## src/design/pafa_pkg.sv

```systemverilog
// Shared constants, types and helper functions for the pair adhesion force accumulator.
// No dependencies; every other design file depends on this package.
package pafa_pkg;

    localparam int NUM_ATOMS = 1024;
    localparam int ADDR_W    = $clog2(NUM_ATOMS);
    localparam int ATOM_W    = 10;
    localparam int SEP_W     = 32;
    localparam int RAD_W     = 31;
    localparam int MASS_W    = 32;
    localparam int STR_W     = 32;
    localparam int FRC_W     = 48;
    localparam int MAG_W     = FRC_W - 1;
    localparam int FRAC_W    = 16;

    // iterative arithmetic widths
    localparam int OPD_W     = 48;
    localparam int CHUNK_W   = 16;
    localparam int NUM_CHUNK = OPD_W / CHUNK_W;
    localparam int PRD_W     = 2 * OPD_W;
    localparam int DIVN_W    = 48;
    localparam int DIVD_W    = 32;
    localparam int RSQ_W     = 64;
    localparam int ROOT_W    = RSQ_W / 2;
    localparam int RSUM_W    = RAD_W + 1;
    localparam int MSUM_W    = MASS_W + 1;
    localparam int U_W       = FRAC_W + 1;

    localparam logic [MAG_W-1:0]        FMAX    = '1;
    localparam logic signed [FRC_W-1:0] FRC_POS = {1'b0, FMAX};
    localparam logic signed [FRC_W-1:0] FRC_NEG = ~FRC_POS;

    localparam int CFG_IDX_W  = 2;
    localparam int CFG_DATA_W = 32;
    localparam int MODEL_W    = 2;

    typedef enum logic [CFG_IDX_W-1:0] {
        CFG_FORCE_MODEL = 2'd0,
        CFG_STRENGTH    = 2'd1,
        CFG_NEWTON_MODE = 2'd2
    } cfg_reg_t;

    localparam logic [MODEL_W-1:0] MODEL_SPRING   = 2'd1;
    localparam logic [MODEL_W-1:0] MODEL_ADHESION = 2'd2;

    localparam logic REQ_PAIR = 1'b0;
    localparam logic REQ_READ = 1'b1;

    typedef struct packed {
        logic [MODEL_W-1:0] force_model;
        logic [STR_W-1:0]   strength;
        logic               newton_mode;
    } pafa_cfg_t;

    typedef struct packed {
        logic                      is_read;
        logic [ATOM_W-1:0]         ia;
        logic [ATOM_W-1:0]         ja;
        logic                      apply_j;
        logic signed [FRC_W-1:0]   fx;
        logic signed [FRC_W-1:0]   fy;
        logic signed [FRC_W-1:0]   fz;
    } pafa_cmd_t;

    // min(floor(p / 2^16), FMAX)
    function automatic logic [MAG_W-1:0] sat_q16(input logic [PRD_W-1:0] p);
        if (p[PRD_W-1:FRAC_W+MAG_W] != '0)
            return FMAX;
        return p[FRAC_W+MAG_W-1:FRAC_W];
    endfunction

    function automatic logic signed [FRC_W-1:0] sat_add(input logic signed [FRC_W-1:0] a,
                                                        input logic signed [FRC_W-1:0] b);
        logic [FRC_W:0] s;
        s = {a[FRC_W-1], a} + {b[FRC_W-1], b};
        if (s[FRC_W] != s[FRC_W-1])
            return s[FRC_W] ? FRC_NEG : FRC_POS;
        return s[FRC_W-1:0];
    endfunction

    function automatic logic in_range(input logic [ATOM_W-1:0] idx);
        return int'(idx) < NUM_ATOMS;
    endfunction

endpackage

```

## src/design/pafa_if.sv

```systemverilog
// Valid/ready channel interfaces for pair requests and force read results.
// Depends on pafa_pkg for field widths.
interface pafa_req_if;
    logic                                valid;
    logic                                ready;
    logic                                req_type;
    logic [pafa_pkg::ATOM_W-1:0]         first_atom;
    logic [pafa_pkg::ATOM_W-1:0]         second_atom;
    logic                                second_owned;
    logic signed [pafa_pkg::SEP_W-1:0]   sep_x;
    logic signed [pafa_pkg::SEP_W-1:0]   sep_y;
    logic signed [pafa_pkg::SEP_W-1:0]   sep_z;
    logic [pafa_pkg::RAD_W-1:0]          radius_first;
    logic [pafa_pkg::RAD_W-1:0]          radius_second;
    logic [pafa_pkg::MASS_W-1:0]         mass_first;
    logic [pafa_pkg::MASS_W-1:0]         mass_second;

    modport source (output valid, req_type, first_atom, second_atom, second_owned,
                    sep_x, sep_y, sep_z, radius_first, radius_second,
                    mass_first, mass_second, input ready);
    modport sink   (input valid, req_type, first_atom, second_atom, second_owned,
                    sep_x, sep_y, sep_z, radius_first, radius_second,
                    mass_first, mass_second, output ready);
endinterface


```

## src/design/pafa_mul.sv

```systemverilog
// Iterative 48x48 multiplier: one 48x16 partial product per cycle.
// Depends on pafa_pkg.
module pafa_mul (
    input  logic                          clk,
    input  logic                          rst_n,
    input  logic                          start,
    input  logic [pafa_pkg::OPD_W-1:0]    a,
    input  logic [pafa_pkg::OPD_W-1:0]    b,
    output logic                          done,
    output logic [pafa_pkg::PRD_W-1:0]    prod
);
    import pafa_pkg::*;

    localparam int CNT_W = $clog2(NUM_CHUNK);

    logic                        busy_reg;
    logic                        done_reg;
    logic [CNT_W-1:0]            cnt_reg;
    logic [OPD_W-1:0]            a_reg;
    logic [OPD_W-1:0]            b_reg;
    logic [PRD_W-1:0]            acc_reg;
    logic [OPD_W+CHUNK_W-1:0]    pp;

    assign pp   = a_reg * b_reg[OPD_W-1 -: CHUNK_W];
    assign done = done_reg;
    assign prod = acc_reg;

    always_ff @(posedge clk or negedge rst_n)
    begin
        if (!rst_n)
        begin
            busy_reg <= 1'b0;
            done_reg <= 1'b0;
            cnt_reg  <= '0;
        end
        else
        begin
            done_reg <= 1'b0;
            if (start)
            begin
                busy_reg <= 1'b1;
                cnt_reg  <= '0;
            end
            else if (busy_reg)
            begin
                cnt_reg <= cnt_reg + 1'b1;
                if (cnt_reg == CNT_W'(NUM_CHUNK - 1))
                begin
                    busy_reg <= 1'b0;
                    done_reg <= 1'b1;
                end
            end
        end
    end

    // high chunk first: shift the running sum up and add the next partial product
    always_ff @(posedge clk)
    begin
        if (start)
        begin
            a_reg   <= a;
            b_reg   <= b;
            acc_reg <= '0;
        end
        else if (busy_reg)
        begin
            b_reg   <= {b_reg[OPD_W-CHUNK_W-1:0], {CHUNK_W{1'b0}}};
            acc_reg <= {acc_reg[PRD_W-CHUNK_W-1:0], {CHUNK_W{1'b0}}} + PRD_W'(pp);
        end
    end

endmodule

```

## src/design/pafa_div.sv

```systemverilog
// Restoring divider, one quotient bit per cycle: 48-bit dividend, 32-bit divisor.
// Depends on pafa_pkg.
module pafa_div (
    input  logic                          clk,
    input  logic                          rst_n,
    input  logic                          start,
    input  logic [pafa_pkg::DIVN_W-1:0]   num,
    input  logic [pafa_pkg::DIVD_W-1:0]   den,
    output logic                          done,
    output logic [pafa_pkg::DIVN_W-1:0]   quo
);
    import pafa_pkg::*;

    localparam int CNT_W = $clog2(DIVN_W);

    logic                  busy_reg;
    logic                  done_reg;
    logic [CNT_W-1:0]      cnt_reg;
    logic [DIVN_W-1:0]     quo_reg;
    logic [DIVD_W-1:0]     rem_reg;
    logic [DIVD_W-1:0]     den_reg;
    logic [DIVD_W:0]       trial;
    logic                  fits;

    assign trial = {rem_reg, quo_reg[DIVN_W-1]};
    assign fits  = trial >= {1'b0, den_reg};
    assign done  = done_reg;
    assign quo   = quo_reg;

    always_ff @(posedge clk or negedge rst_n)
    begin
        if (!rst_n)
        begin
            busy_reg <= 1'b0;
            done_reg <= 1'b0;
            cnt_reg  <= '0;
        end
        else
        begin
            done_reg <= 1'b0;
            if (start)
            begin
                busy_reg <= 1'b1;
                cnt_reg  <= '0;
            end
            else if (busy_reg)
            begin
                cnt_reg <= cnt_reg + 1'b1;
                if (cnt_reg == CNT_W'(DIVN_W - 1))
                begin
                    busy_reg <= 1'b0;
                    done_reg <= 1'b1;
                end
            end
        end
    end

    always_ff @(posedge clk)
    begin
        if (start)
        begin
            quo_reg <= num;
            rem_reg <= '0;
            den_reg <= den;
        end
        else if (busy_reg)
        begin
            quo_reg <= {quo_reg[DIVN_W-2:0], fits};
            rem_reg <= fits ? DIVD_W'(trial - {1'b0, den_reg}) : trial[DIVD_W-1:0];
        end
    end

endmodule

```

## src/design/pafa_sqrt.sv

```systemverilog
// Digit-by-digit integer square root, one root bit per cycle: 64-bit in, 32-bit floor root.
// Depends on pafa_pkg.
module pafa_sqrt (
    input  logic                          clk,
    input  logic                          rst_n,
    input  logic                          start,
    input  logic [pafa_pkg::RSQ_W-1:0]    value,
    output logic                          done,
    output logic [pafa_pkg::ROOT_W-1:0]   root
);
    import pafa_pkg::*;

    localparam int CNT_W = $clog2(ROOT_W);

    logic                  busy_reg;
    logic                  done_reg;
    logic [CNT_W-1:0]      cnt_reg;
    logic [RSQ_W-1:0]      val_reg;
    logic [ROOT_W:0]       rem_reg;
    logic [ROOT_W-1:0]     root_reg;
    logic [ROOT_W+1:0]     rem_sh;
    logic [ROOT_W+1:0]     trial;
    logic                  fits;

    assign rem_sh = {rem_reg[ROOT_W-1:0], val_reg[RSQ_W-1 -: 2]};
    assign trial  = {root_reg, 2'b01};
    assign fits   = rem_sh >= trial;
    assign done   = done_reg;
    assign root   = root_reg;

    always_ff @(posedge clk or negedge rst_n)
    begin
        if (!rst_n)
        begin
            busy_reg <= 1'b0;
            done_reg <= 1'b0;
            cnt_reg  <= '0;
        end
        else
        begin
            done_reg <= 1'b0;
            if (start)
            begin
                busy_reg <= 1'b1;
                cnt_reg  <= '0;
            end
            else if (busy_reg)
            begin
                cnt_reg <= cnt_reg + 1'b1;
                if (cnt_reg == CNT_W'(ROOT_W - 1))
                begin
                    busy_reg <= 1'b0;
                    done_reg <= 1'b1;
                end
            end
        end
    end

    always_ff @(posedge clk)
    begin
        if (start)
        begin
            val_reg  <= value;
            rem_reg  <= '0;
            root_reg <= '0;
        end
        else if (busy_reg)
        begin
            val_reg  <= {val_reg[RSQ_W-3:0], 2'b00};
            rem_reg  <= fits ? (ROOT_W+1)'(rem_sh - trial) : rem_sh[ROOT_W:0];
            root_reg <= {root_reg[ROOT_W-2:0], fits};
        end
    end

endmodule

```

## src/design/pafa_engine.sv

```systemverilog
// Force sequencer: takes request beats, derives the pair force on shared iterative units,
// and hands update or read commands to the force store. Depends on pafa_pkg, pafa_if,
// pafa_mul, pafa_div, pafa_sqrt.
module pafa_engine (
    input  logic                  clk,
    input  logic                  rst_n,
    input  pafa_pkg::pafa_cfg_t   cfg,
    input  logic                  store_clearing,
    pafa_req_if.sink              req,
    output logic                  cmd_valid,
    input  logic                  cmd_ready,
    output pafa_pkg::pafa_cmd_t   cmd
);
    import pafa_pkg::*;

    typedef enum logic [12:0] {
        E_IDLE   = 13'b0000000000001,
        E_SQ     = 13'b0000000000010,
        E_SQRT   = 13'b0000000000100,
        E_PROD   = 13'b0000000001000,
        E_CHECK  = 13'b0000000010000,
        E_MK     = 13'b0000000100000,
        E_SPRING = 13'b0000001000000,
        E_DIVQ   = 13'b0000010000000,
        E_QT     = 13'b0000100000000,
        E_QMAG   = 13'b0001000000000,
        E_DIVU   = 13'b0010000000000,
        E_COMP   = 13'b0100000000000,
        E_ISSUE  = 13'b1000000000000
    } eng_state_t;

    eng_state_t                state_reg, state_next;
    logic                      launch_reg, launch_next;
    logic [1:0]                axis_reg, axis_next;

    logic                      is_read_reg;
    logic [ATOM_W-1:0]         ia_reg;
    logic [ATOM_W-1:0]         ja_reg;
    logic                      apply_j_reg;
    logic [MODEL_W-1:0]        model_reg;
    logic [SEP_W-1:0]          adx_reg [3];
    logic                      sgn_reg [3];
    logic [RSUM_W-1:0]         rsum_reg;
    logic [MSUM_W-1:0]         msum_reg;
    logic [RSQ_W-1:0]          rsq_reg;
    logic [ROOT_W-1:0]         r_reg;
    logic [RSQ_W-1:0]          p_reg;
    logic [MAG_W-1:0]          mk_reg;
    logic [MAG_W-1:0]          mag_reg;
    logic [DIVN_W-1:0]         q_reg;
    logic [U_W-1:0]            u_reg;
    logic                      neg_reg;
    logic signed [FRC_W-1:0]   f_reg [3];

    logic                      mul_start, mul_done;
    logic [OPD_W-1:0]          mul_a, mul_b;
    logic [PRD_W-1:0]          mul_prod;
    logic                      div_start, div_done;
    logic [DIVN_W-1:0]         div_num, div_quo;
    logic [DIVD_W-1:0]         div_den;
    logic                      sqrt_start, sqrt_done;
    logic [ROOT_W-1:0]         sqrt_root;

    logic                      accept;
    logic [ROOT_W-1:0]         spring_ad;
    logic                      active;
    logic [MAG_W-1:0]          comp_mag;

    function automatic logic [SEP_W-1:0] abs_sep(input logic signed [SEP_W-1:0] d);
        return d[SEP_W-1] ? (~d + 1'b1) : d;
    endfunction

    assign req.ready = (state_reg == E_IDLE) && !store_clearing;
    assign accept    = req.valid && req.ready;
    assign spring_ad = (r_reg < rsum_reg) ? (rsum_reg - r_reg) : (r_reg - rsum_reg);
    assign comp_mag  = sat_q16(mul_prod);

    always_comb
    begin
        active = 1'b0;
        if (model_reg == MODEL_SPRING)
            active = {1'b0, r_reg} < {rsum_reg, 1'b0};
        else if (model_reg == MODEL_ADHESION)
            active = (rsq_reg > RSQ_W'({rsum_reg, {FRAC_W{1'b0}}}))
                  && ({2'b00, rsq_reg} < {p_reg, 2'b00});
        if (rsq_reg == '0)
            active = 1'b0;
    end

    // operand steering for the shared units
    always_comb
    begin
        mul_start  = 1'b0;
        div_start  = 1'b0;
        sqrt_start = 1'b0;
        mul_a      = '0;
        mul_b      = '0;
        div_num    = '0;
        div_den    = r_reg;
        case (state_reg)
            E_SQ:
            begin
                mul_start = launch_reg;
                mul_a     = OPD_W'(adx_reg[axis_reg]);
                mul_b     = OPD_W'(adx_reg[axis_reg]);
            end
            E_SQRT:   sqrt_start = launch_reg;
            E_PROD:
            begin
                mul_start = launch_reg;
                mul_a     = OPD_W'(rsum_reg);
                mul_b     = OPD_W'(cfg.strength);
            end
            E_MK:
            begin
                mul_start = launch_reg;
                mul_a     = OPD_W'(msum_reg);
                mul_b     = OPD_W'(cfg.strength);
            end
            E_SPRING:
            begin
                mul_start = launch_reg;
                mul_a     = OPD_W'(mk_reg);
                mul_b     = OPD_W'(spring_ad);
            end
            E_DIVQ:
            begin
                div_start = launch_reg;
                div_num   = DIVN_W'({rsum_reg, {FRAC_W{1'b0}}});
            end
            E_QT:
            begin
                mul_start = launch_reg;
                mul_a     = OPD_W'(mk_reg);
                mul_b     = q_reg;
            end
            E_QMAG:
            begin
                mul_start = launch_reg;
                mul_a     = OPD_W'(mag_reg);
                mul_b     = q_reg;
            end
            E_DIVU:
            begin
                div_start = launch_reg;
                div_num   = DIVN_W'({adx_reg[axis_reg], {FRAC_W{1'b0}}});
            end
            E_COMP:
            begin
                mul_start = launch_reg;
                mul_a     = OPD_W'(mag_reg);
                mul_b     = OPD_W'(u_reg);
            end
            default: ;
        endcase
    end

    always_comb
    begin
        state_next  = state_reg;
        launch_next = 1'b0;
        axis_next   = axis_reg;
        case (state_reg)
            E_IDLE:
            begin
                if (accept)
                begin
                    if (req.req_type == REQ_READ)
                        state_next = E_ISSUE;
                    else if (cfg.force_model == MODEL_SPRING
                             || cfg.force_model == MODEL_ADHESION)
                    begin
                        state_next  = E_SQ;
                        launch_next = 1'b1;
                        axis_next   = '0;
                    end
                end
            end
            E_SQ:
            begin
                if (mul_done)
                begin
                    launch_next = 1'b1;
                    if (axis_reg == 2'd2)
                    begin
                        state_next = E_SQRT;
                        axis_next  = '0;
                    end
                    else
                        axis_next = axis_reg + 1'b1;
                end
            end
            E_SQRT:
            begin
                if (sqrt_done)
                begin
                    if (model_reg == MODEL_ADHESION)
                    begin
                        state_next  = E_PROD;
                        launch_next = 1'b1;
                    end
                    else
                        state_next = E_CHECK;
                end
            end
            E_PROD:
            begin
                if (mul_done)
                    state_next = E_CHECK;
            end
            E_CHECK:
            begin
                if (active)
                begin
                    state_next  = E_MK;
                    launch_next = 1'b1;
                end
                else
                    state_next = E_IDLE;
            end
            E_MK:
            begin
                if (mul_done)
                begin
                    launch_next = 1'b1;
                    state_next  = (model_reg == MODEL_SPRING) ? E_SPRING : E_DIVQ;
                end
            end
            E_SPRING:
            begin
                if (mul_done)
                begin
                    state_next  = E_DIVU;
                    launch_next = 1'b1;
                    axis_next   = '0;
                end
            end
            E_DIVQ:
            begin
                if (div_done)
                begin
                    state_next  = E_QT;
                    launch_next = 1'b1;
                end
            end
            E_QT:
            begin
                if (mul_done)
                begin
                    state_next  = E_QMAG;
                    launch_next = 1'b1;
                end
            end
            E_QMAG:
            begin
                if (mul_done)
                begin
                    state_next  = E_DIVU;
                    launch_next = 1'b1;
                    axis_next   = '0;
                end
            end
            E_DIVU:
            begin
                if (div_done)
                begin
                    state_next  = E_COMP;
                    launch_next = 1'b1;
                end
            end
            E_COMP:
            begin
                if (mul_done)
                begin
                    if (axis_reg == 2'd2)
                        state_next = E_ISSUE;
                    else
                    begin
                        state_next  = E_DIVU;
                        launch_next = 1'b1;
                        axis_next   = axis_reg + 1'b1;
                    end
                end
            end
            E_ISSUE:
            begin
                if (cmd_ready)
                    state_next = E_IDLE;
            end
            default: state_next = E_IDLE;
        endcase
    end

    always_ff @(posedge clk or negedge rst_n)
    begin
        if (!rst_n)
        begin
            state_reg  <= E_IDLE;
            launch_reg <= 1'b0;
            axis_reg   <= '0;
        end
        else
        begin
            state_reg  <= state_next;
            launch_reg <= launch_next;
            axis_reg   <= axis_next;
        end
    end

    always_ff @(posedge clk)
    begin
        if (accept)
        begin
            is_read_reg <= req.req_type;
            ia_reg      <= req.first_atom;
            ja_reg      <= req.second_atom;
            apply_j_reg <= cfg.newton_mode | req.second_owned;
            model_reg   <= cfg.force_model;
            adx_reg[0]  <= abs_sep(req.sep_x);
            adx_reg[1]  <= abs_sep(req.sep_y);
            adx_reg[2]  <= abs_sep(req.sep_z);
            sgn_reg[0]  <= req.sep_x[SEP_W-1];
            sgn_reg[1]  <= req.sep_y[SEP_W-1];
            sgn_reg[2]  <= req.sep_z[SEP_W-1];
            rsum_reg    <= {1'b0, req.radius_first} + {1'b0, req.radius_second};
            msum_reg    <= {1'b0, req.mass_first} + {1'b0, req.mass_second};
            rsq_reg     <= '0;
        end
        if (state_reg == E_SQ && mul_done)
            rsq_reg <= rsq_reg + mul_prod[RSQ_W-1:0];
        if (sqrt_done)
            r_reg <= sqrt_root;
        if (state_reg == E_PROD && mul_done)
            p_reg <= mul_prod[RSQ_W-1:0];
        if (state_reg == E_MK && mul_done)
        begin
            mk_reg  <= comp_mag;
            neg_reg <= (model_reg == MODEL_ADHESION) || (r_reg >= rsum_reg);
        end
        if ((state_reg == E_SPRING || state_reg == E_QT || state_reg == E_QMAG) && mul_done)
            mag_reg <= comp_mag;
        if (state_reg == E_DIVQ && div_done)
            q_reg <= div_quo;
        if (state_reg == E_DIVU && div_done)
            u_reg <= div_quo[U_W-1:0];
        if (state_reg == E_COMP && mul_done)
            f_reg[axis_reg] <= (neg_reg ^ sgn_reg[axis_reg]) ? -{1'b0, comp_mag}
                                                             : {1'b0, comp_mag};
    end

    assign cmd_valid   = (state_reg == E_ISSUE);
    assign cmd.is_read = is_read_reg;
    assign cmd.ia      = ia_reg;
    assign cmd.ja      = ja_reg;
    assign cmd.apply_j = apply_j_reg;
    assign cmd.fx      = f_reg[0];
    assign cmd.fy      = f_reg[1];
    assign cmd.fz      = f_reg[2];

    pafa_mul u_mul (
        .clk   (clk),
        .rst_n (rst_n),
        .start (mul_start),
        .a     (mul_a),
        .b     (mul_b),
        .done  (mul_done),
        .prod  (mul_prod)
    );

    pafa_div u_div (
        .clk   (clk),
        .rst_n (rst_n),
        .start (div_start),
        .num   (div_num),
        .den   (div_den),
        .done  (div_done),
        .quo   (div_quo)
    );

    pafa_sqrt u_sqrt (
        .clk   (clk),
        .rst_n (rst_n),
        .start (sqrt_start),
        .value (rsq_reg),
        .done  (sqrt_done),
        .root  (sqrt_root)
    );

    a_div_nonzero: assert property (@(posedge clk) disable iff (!rst_n)
        div_start |-> (div_den != '0))
        else $error("divider launched with zero separation length");

    a_force_bound: assert property (@(posedge clk) disable iff (!rst_n)
        (cmd_valid && !cmd.is_read) |-> (cmd.fx != FRC_NEG && cmd.fy != FRC_NEG
                                         && cmd.fz != FRC_NEG))
        else $error("pair force component outside the symmetric saturation range");

endmodule

```

## src/flat_wrapper.sv

```systemverilog
// flat-port wrapper written by rule: the top's interface ports become plain ports
module pafa_engine_flat import pafa_pkg::*;
  (clk, rst_n, cfg, store_clearing, cmd_valid, cmd_ready, cmd, req_valid, req_req_type, req_first_atom, req_second_atom, req_second_owned, req_sep_x, req_sep_y, req_sep_z, req_radius_first, req_radius_second, req_mass_first, req_mass_second, req_ready);
  pafa_req_if req_i ();
  input  logic clk;
  input  logic rst_n;
  input  pafa_pkg::pafa_cfg_t cfg;
  input  logic store_clearing;
  output logic cmd_valid;
  input  logic cmd_ready;
  output pafa_pkg::pafa_cmd_t cmd;
  input wire logic [$bits(req_i.valid)-1:0] req_valid;
  input wire logic [$bits(req_i.req_type)-1:0] req_req_type;
  input wire logic [$bits(req_i.first_atom)-1:0] req_first_atom;
  input wire logic [$bits(req_i.second_atom)-1:0] req_second_atom;
  input wire logic [$bits(req_i.second_owned)-1:0] req_second_owned;
  input wire logic [$bits(req_i.sep_x)-1:0] req_sep_x;
  input wire logic [$bits(req_i.sep_y)-1:0] req_sep_y;
  input wire logic [$bits(req_i.sep_z)-1:0] req_sep_z;
  input wire logic [$bits(req_i.radius_first)-1:0] req_radius_first;
  input wire logic [$bits(req_i.radius_second)-1:0] req_radius_second;
  input wire logic [$bits(req_i.mass_first)-1:0] req_mass_first;
  input wire logic [$bits(req_i.mass_second)-1:0] req_mass_second;
  output wire logic [$bits(req_i.ready)-1:0] req_ready;
  assign req_i.valid = req_valid;
  assign req_i.req_type = req_req_type;
  assign req_i.first_atom = req_first_atom;
  assign req_i.second_atom = req_second_atom;
  assign req_i.second_owned = req_second_owned;
  assign req_i.sep_x = req_sep_x;
  assign req_i.sep_y = req_sep_y;
  assign req_i.sep_z = req_sep_z;
  assign req_i.radius_first = req_radius_first;
  assign req_i.radius_second = req_radius_second;
  assign req_i.mass_first = req_mass_first;
  assign req_i.mass_second = req_mass_second;
  assign req_ready = req_i.ready;
  pafa_engine u_core (.clk(clk), .rst_n(rst_n), .cfg(cfg), .store_clearing(store_clearing), .req(req_i), .cmd_valid(cmd_valid), .cmd_ready(cmd_ready), .cmd(cmd));
endmodule
```

## config.mk

```make
export PLATFORM = sky130hd
export DESIGN_NAME = pafa_engine_flat
export DESIGN_NICKNAME = d
export VERILOG_FILES = /design/src/design/pafa_pkg.sv /design/src/design/pafa_if.sv /design/src/design/pafa_mul.sv /design/src/design/pafa_div.sv /design/src/design/pafa_sqrt.sv /design/src/design/pafa_engine.sv /design/src/flat_wrapper.sv
export SDC_FILE = /design/constraint.sdc
export NUM_CORES = 2
export LEC_CHECK = 0
export ABC_CLOCK_PERIOD_IN_PS = 8900
export BUFFER_PORTS_ARGS = -buffer_cell sky130_fd_sc_hd__buf_2
export CAP_MARGIN = 20
export CORE_MARGIN = 4
export CORE_UTILIZATION = 57
export DETAILED_ROUTE_END_ITERATION = 7
export GPL_TIMING_DRIVEN = 0
export PLACE_DENSITY_LB_ADDON = 0.08
export SYNTH_ARGS = -nofsm -noshare
export SYNTH_HDL_FRONTEND = slang
export SYNTH_SLANG_ARGS = --single-unit
```

## constraint.sdc

```tcl
create_clock -name clk -period 8.9 [get_ports clk]
set_input_delay 0.89 -clock clk [delete_from_list [all_inputs] [get_ports clk]]
set_output_delay 0.89 -clock clk [all_outputs]
set_load 0.05 [all_outputs]
```

Yosys cells after proc, flatten, opt, wreduce, memory -nomap -nowiden
Memories as Yosys holds them, arrays and structs flattened.
Index checks and enable logic that the tools add are counted.

operators by class
  reductions and logical operators = 32
  multiplexer cells = 94
  add/sub/neg operators = 16
  bitwise operators = 5
  magnitude comparators = 7
  equality and inequality tests = 37
  $mul = 1

operator list
  operator                                        number
  two-way mux 64 bit                              4
  two-way mux 48 bit                              5
  one-hot mux 48 bit (5 select lines)             1
  one-hot mux 47 bit (5 select lines)             1
  two-way mux 13 bit                              15
  two-way mux 32 bit                              6
  one-hot mux 13 bit (12 select lines)            1
  subtractor 32 bit                               4
  adder 32 x 1 -> 32 bit (second input constant)  3
  adder 96 x 64 -> 96 bit                         1
  inverter 32 bit                                 3
  one-hot mux 48 bit (2 select lines)             1
  two-way mux 47 bit                              2
  less-than comparator 64 x 66 -> 1 bit           1
  adder 64 bit                                    1
  greater-than comparator 64 x 48 -> 1 bit        1
  logical NOT 64 bit                              1
  multiplier 48 x 16 -> 64 bit                    1
  negator 47 -> 48 bit                            1
  two-way mux 1 bit                               39
  greater-or-equal comparator 34 bit              1
  adder 32 x 32 -> 33 bit                         1
  greater-or-equal comparator 33 x 32 -> 1 bit    1
  less-than comparator 32 x 33 -> 1 bit           1
  other kinds (45)                                96

word-level totals
  memories kept = 3
  output and inout port bits = 168
  logic and storage cells = 231
  register bits after elaboration = 876
  memory bits (writable) = 243

memory list
  memory          depth  width  read ports  clocked after Yosys merged registers in  write ports  RTL line           text
  u_core.f_reg    3      48     3           0                                        1            pafa_engine.sv:53  logic signed [FRC_W-1:0] f_reg [3];
  u_core.adx_reg  3      32     1           0                                        3            pafa_engine.sv:41  logic [SEP_W-1:0] adx_reg [3];
  u_core.sgn_reg  3      1      1           0                                        3            pafa_engine.sv:42  logic sgn_reg [3];

Logic depth before layout (Yosys ltp)
  depth in word-level cells = 7
  depth in mapped cells = 28
  mapped depth without buffers = 25

Cells and area by module
From an unflattened synthesis, not the netlist that was laid out.

second synthesis, totals
  cell total of the unflattened synthesis = 8798
  area total of the unflattened synthesis = 87800.5 µm²

by module, submodules not included
  module       cells an instance  area an instance (µm²)  times used  seq. area each (µm²)
  pafa_engine  3690               39928.3                 1           19980.4
  pafa_mul     3698               33487.1                 1           4904.7
  pafa_sqrt    737                7480.9                  1           3378.2
  pafa_div     673                6904.1                  1           3243.1

Worst setup path before layout
Ideal clock, no wire load.

  path kind = register to register
  start point = reg u_core.state_reg[8]
  end point = mem u_core.adx_reg[0][0], enable pin
  setup time = 739 ps
  slack = -915 ps
  data arrival time = 9076 ps
  required time = 8161 ps
  path buffers = 1
  period minus slack after synthesis = 9815 ps
  stages on the path, launching flop included = 6
  path through = dfrtp_1 -> clkbuf_1 -> nor3_1 -> and4_1 -> nand4_1 -> nor2_1

RTL lines
  element                 RTL line            text
  from (decl)             pafa_engine.sv:32   eng_state_t state_reg, state_next;
  from (signal assigned)  pafa_engine.sv:304  state_reg <= state_next;
  to (decl)               pafa_engine.sv:41

Worst setup path in the final report
  start point = reg u_core.u_mul.b_reg[41]
  end point = reg u_core.u_mul.acc_reg[63] (netlist: u_core.u_mul.prod[63])

between the ends
  longest elaborated chain between the ends = 2

RTL lines
  element                       RTL line        text
  from (decl)                   pafa_mul.sv:20  logic [OPD_W-1:0] b_reg;
  from (signal assigned)        pafa_mul.sv:67  b_reg <= {b_reg[OPD_W-CHUNK_W-1:0], {CHUNK_W{1'b0}}};
  multiplier 48 x 16 -> 64 bit  pafa_mul.sv:24  assign pp = a_reg * b_reg[OPD_W-1 -: CHUNK_W];
  adder 96 x 64 -> 96 bit       pafa_mul.sv:68  acc_reg <= {acc_reg[PRD_W-CHUNK_W-1:0], {CHUNK_W{1'b0}}} + PRD_W'(pp);
  to (signal assigned)          pafa_mul.sv:68
  to (decl)                     pafa_mul.sv:21  logic [PRD_W-1:0] acc_reg;

No other way between the ends.
A chain may end at the register's enable or synchronous reset.

==> impl_metrics.csv <==
group,metric,value,unit
timing,fin_ws,0.240,ns
drt,drt-initial-drc-count,7289,
drt,drt-total-wl,302,mm
clocking,cts-buffers-inserted,117,
placed_design,port_buffers,451,
grt,antenna_found_initial,24,
clocking,h-tree-depth,3,
finish,final_cell_mix,"inv_1, nand2_1, edfxtp_1",
clocking,cts_tree,"yes",
drt,first_pass_iters,6,
critical_path,crit_path_end_kind,"flip-flop",
finish,fin_util,64.1,%
logic_synthesis,netlist_area,85500,µm²
drt,final_antenna_net_count,0,
timing,max_slew.worst_pin.slew,1.25,ns
clocking,cts-hold-fix-buffers,0,
timing,tns,0,ns
grt,first_global_vias,68800,
timing,rsz0062_at_grt,"false",
finish,largest_register_ffs,144,
status,status,"completed",
logic_synthesis,synthArstFlopShare,3.13,%
floorplan,initial_core_util,57.6,%
floorplan,die_h,395,µm
min_path,hold_path.class,"primary input to asynchronous set/reset pin",
logic_synthesis,avgSynthCellArea,9.77,µm²
finish,area_growth_syn_to_layout,11.2,%
critical_path,worstPathRequired,9.51,ns
placed_design,post-dp-hpwl,245,mm
logic_synthesis,yosys_register_bits,1118,
grt,grt_max_degree,59,
finish,final_common_cell,"inv_1",
timing,period_needed,8.66,ns
clocking,path_clk_slew,0.06,ns
timing,finClkSkew,0.0574,ns
drt,wl_per_cell,26.3,µm
clocking,clk_latency,0.78,ns
logic_synthesis,synth_warnings,0,
floorplan,num_io_pins,452,
floorplan,die_area,156000,µm²
grt,grtUsageTotal,38.3,%
critical_path,cp_slowest_stage_delay,0.63,ns
finish,stdcell_area,95100,µm²
floorplan,die_x,395,µm
critical_path,crit_path_top_delay_cell,"edfxtp_1",
floorplan,rows,141,
drt,via_per_inst,6.04,
clocking,clockRootBuffer,"clkbuf_16",
critical_path,cp_max_fo,10,
finish,final_layout_size_suffix_gt1_share,8.44,%
timing,hold_viol_final,0,
critical_path,crit_top_cell,"fa_1",
timing,timing.final.crit_share,97.3,%
critical_path,start_kind,"flip-flop",
critical_path,r2r_start,"u_core.u_mul.b_reg[41]",
logic_synthesis,synthCells,8748,
logic_synthesis,synth_edf_count,891,
placed_design,placed_area,90800,µm²
run,maxCapViolations,0,
timing,max_freq,115,MHz
critical_path,worstSetupPathType,"flip-flop to flip-flop",
clocking,clkSinkCount,1118,
timing,slew_headroom,15.6,%
critical_path,setup.worst_path.start,"u_core.u_mul.b_reg[41]",
critical_path,r2r_cells,22,
grt,grt.overflow.total,0,
finish,finalNetCount,10900,
floorplan,fp.coreArea,148000,µm²
placed_design,place_congestion,1.03,
critical_path,cp.arrival,9.27,ns
drt,drc,0,
placed_design,dp_slack,-0.884,ns
timing,setup_viol,0,
logic_synthesis,yosys.cell_types.count,83,
grt,grt_first_pass_wirelength,443,mm
clocking,postCtsSetupBuffers,0,
logic_synthesis,yosysSeqAreaShare,36.8,%
clocking,clockBufferDepth,3,
logic_synthesis,synth.net_count,10300,
critical_path,cp_cell_sequence,"clkbuf_1 -> nand2_1 -> fa_1 -> inv_1 -> fa_1 -> fa_1 -> fa_1 -> fa_1 -> inv_1 -> fa_1 -> inv_1 -> ha_1 -> clkbuf_1 -> nand2_1 -> o311ai_0 -> a21oi_1 -> o31ai_2 -> nand4_1 -> and2_1 -> o21ai_0 -> a21oi_1 -> a211oi_1",
drt,vias,69300,
logic_synthesis,synth_ff_type,"edfxtp_1",
timing,slew_viol_final,0,
[critical path, delay by kind of cell (launching register included)]
| family | cells | cell delay, ns |
|---|---|---|
| compound gates | 6 | 2.06 |
| simple gates | 4 | 1.13 |
| flops | 1 | 0.63 |
| buf+inv | 5 | 1.10 |
| fa+ha+maj | 7 | 3.57 |
[area by class of cell]
type,instances,area [µm²]
Tap cell,2002,2500
Inverter,1196,4490
Fill cell,12300,53300
Clock buffer,145,3170
Clock inverter,77,912
Sequential cell,1118,31500
Multi-Input combinational cell,6047,48200
Buffer,384,1510
Timing Repair Buffer,490,2830
Antenna cell,16,40.0
[metrics by stage]
step           hold slack [ns]  instances
6_report                0.0679      11500
5_1_grt                 0.0581      11500
4_1_cts                  0.232      11500
3_5_place_dp             0.422      11200
3_3_place_gp             0.414      11200
2_1_floorplan            0.406       8748
[per-layer routing]
layer  GRT usage [%]  vias up  wire [µm]
met4            23.4       16      23200
met2            59.4     3706     133000
li1                -    30800          -
met1            49.8    34000     115000
met3            7.53      788      30300
met5               0        -        113
[cell families after synthesis]
kind of cell,share of synthesized area (%)
mux,1.68
xor+xnor,4.19
flops,36.8
simple gates,14.2
buf+inv,6.96
compound gates,12.2
fa+ha+maj,23.9
[worst paths after layout]
path / end / slack, ns
min in group clk: u_core.ja_reg[7] / 0.29
max in group asynchronous: u_core.state_reg[0] / 8.24
hold reg to reg: u_core.p_reg[63] / 0.46
setup reg to reg: u_core.u_mul.prod[63] / 0.24
setup / recovery: u_core.u_mul.prod[63] / 0.24
hold / removal: u_core.u_sqrt.cnt_reg[0] / 0.07
[cells in the mapped netlist, types with 49 or more instances]
master / count / area (µm²)
a21o_1: 192 / 1440
a21oi_1: 518 / 2590
a22o_1: 52 / 455
a22oi_1: 57 / 428
and2_1: 292 / 1830
clkbuf_1: 365 / 1370
dfxtp_1: 192 / 3840
edfxtp_1: 891 / 26800
fa_1: 681 / 13600
ha_1: 541 / 6770
inv_1: 1195 / 4490
mux2i_1: 142 / 1420
nand2_1: 1122 / 4210
nand2b_1: 71 / 444
nand3_1: 125 / 626
nand4_1: 118 / 738
nor2_1: 501 / 1880
nor2b_1: 49 / 307
nor3_1: 90 / 450
nor4_1: 56 / 350
o21ai_0: 371 / 1860
o21bai_1: 65 / 488
o31ai_1: 51 / 383
xnor2_1: 282 / 2470
xor2_1: 127 / 1110
[what timing repair did]
item                       CTS  global route
setup endpoints to repair   46            30
pin swaps                    0             1
resized for setup           23            48
Power is not shown: default switching activity piles up to over one toggle a cycle in this logic, so the estimate is an artifact.
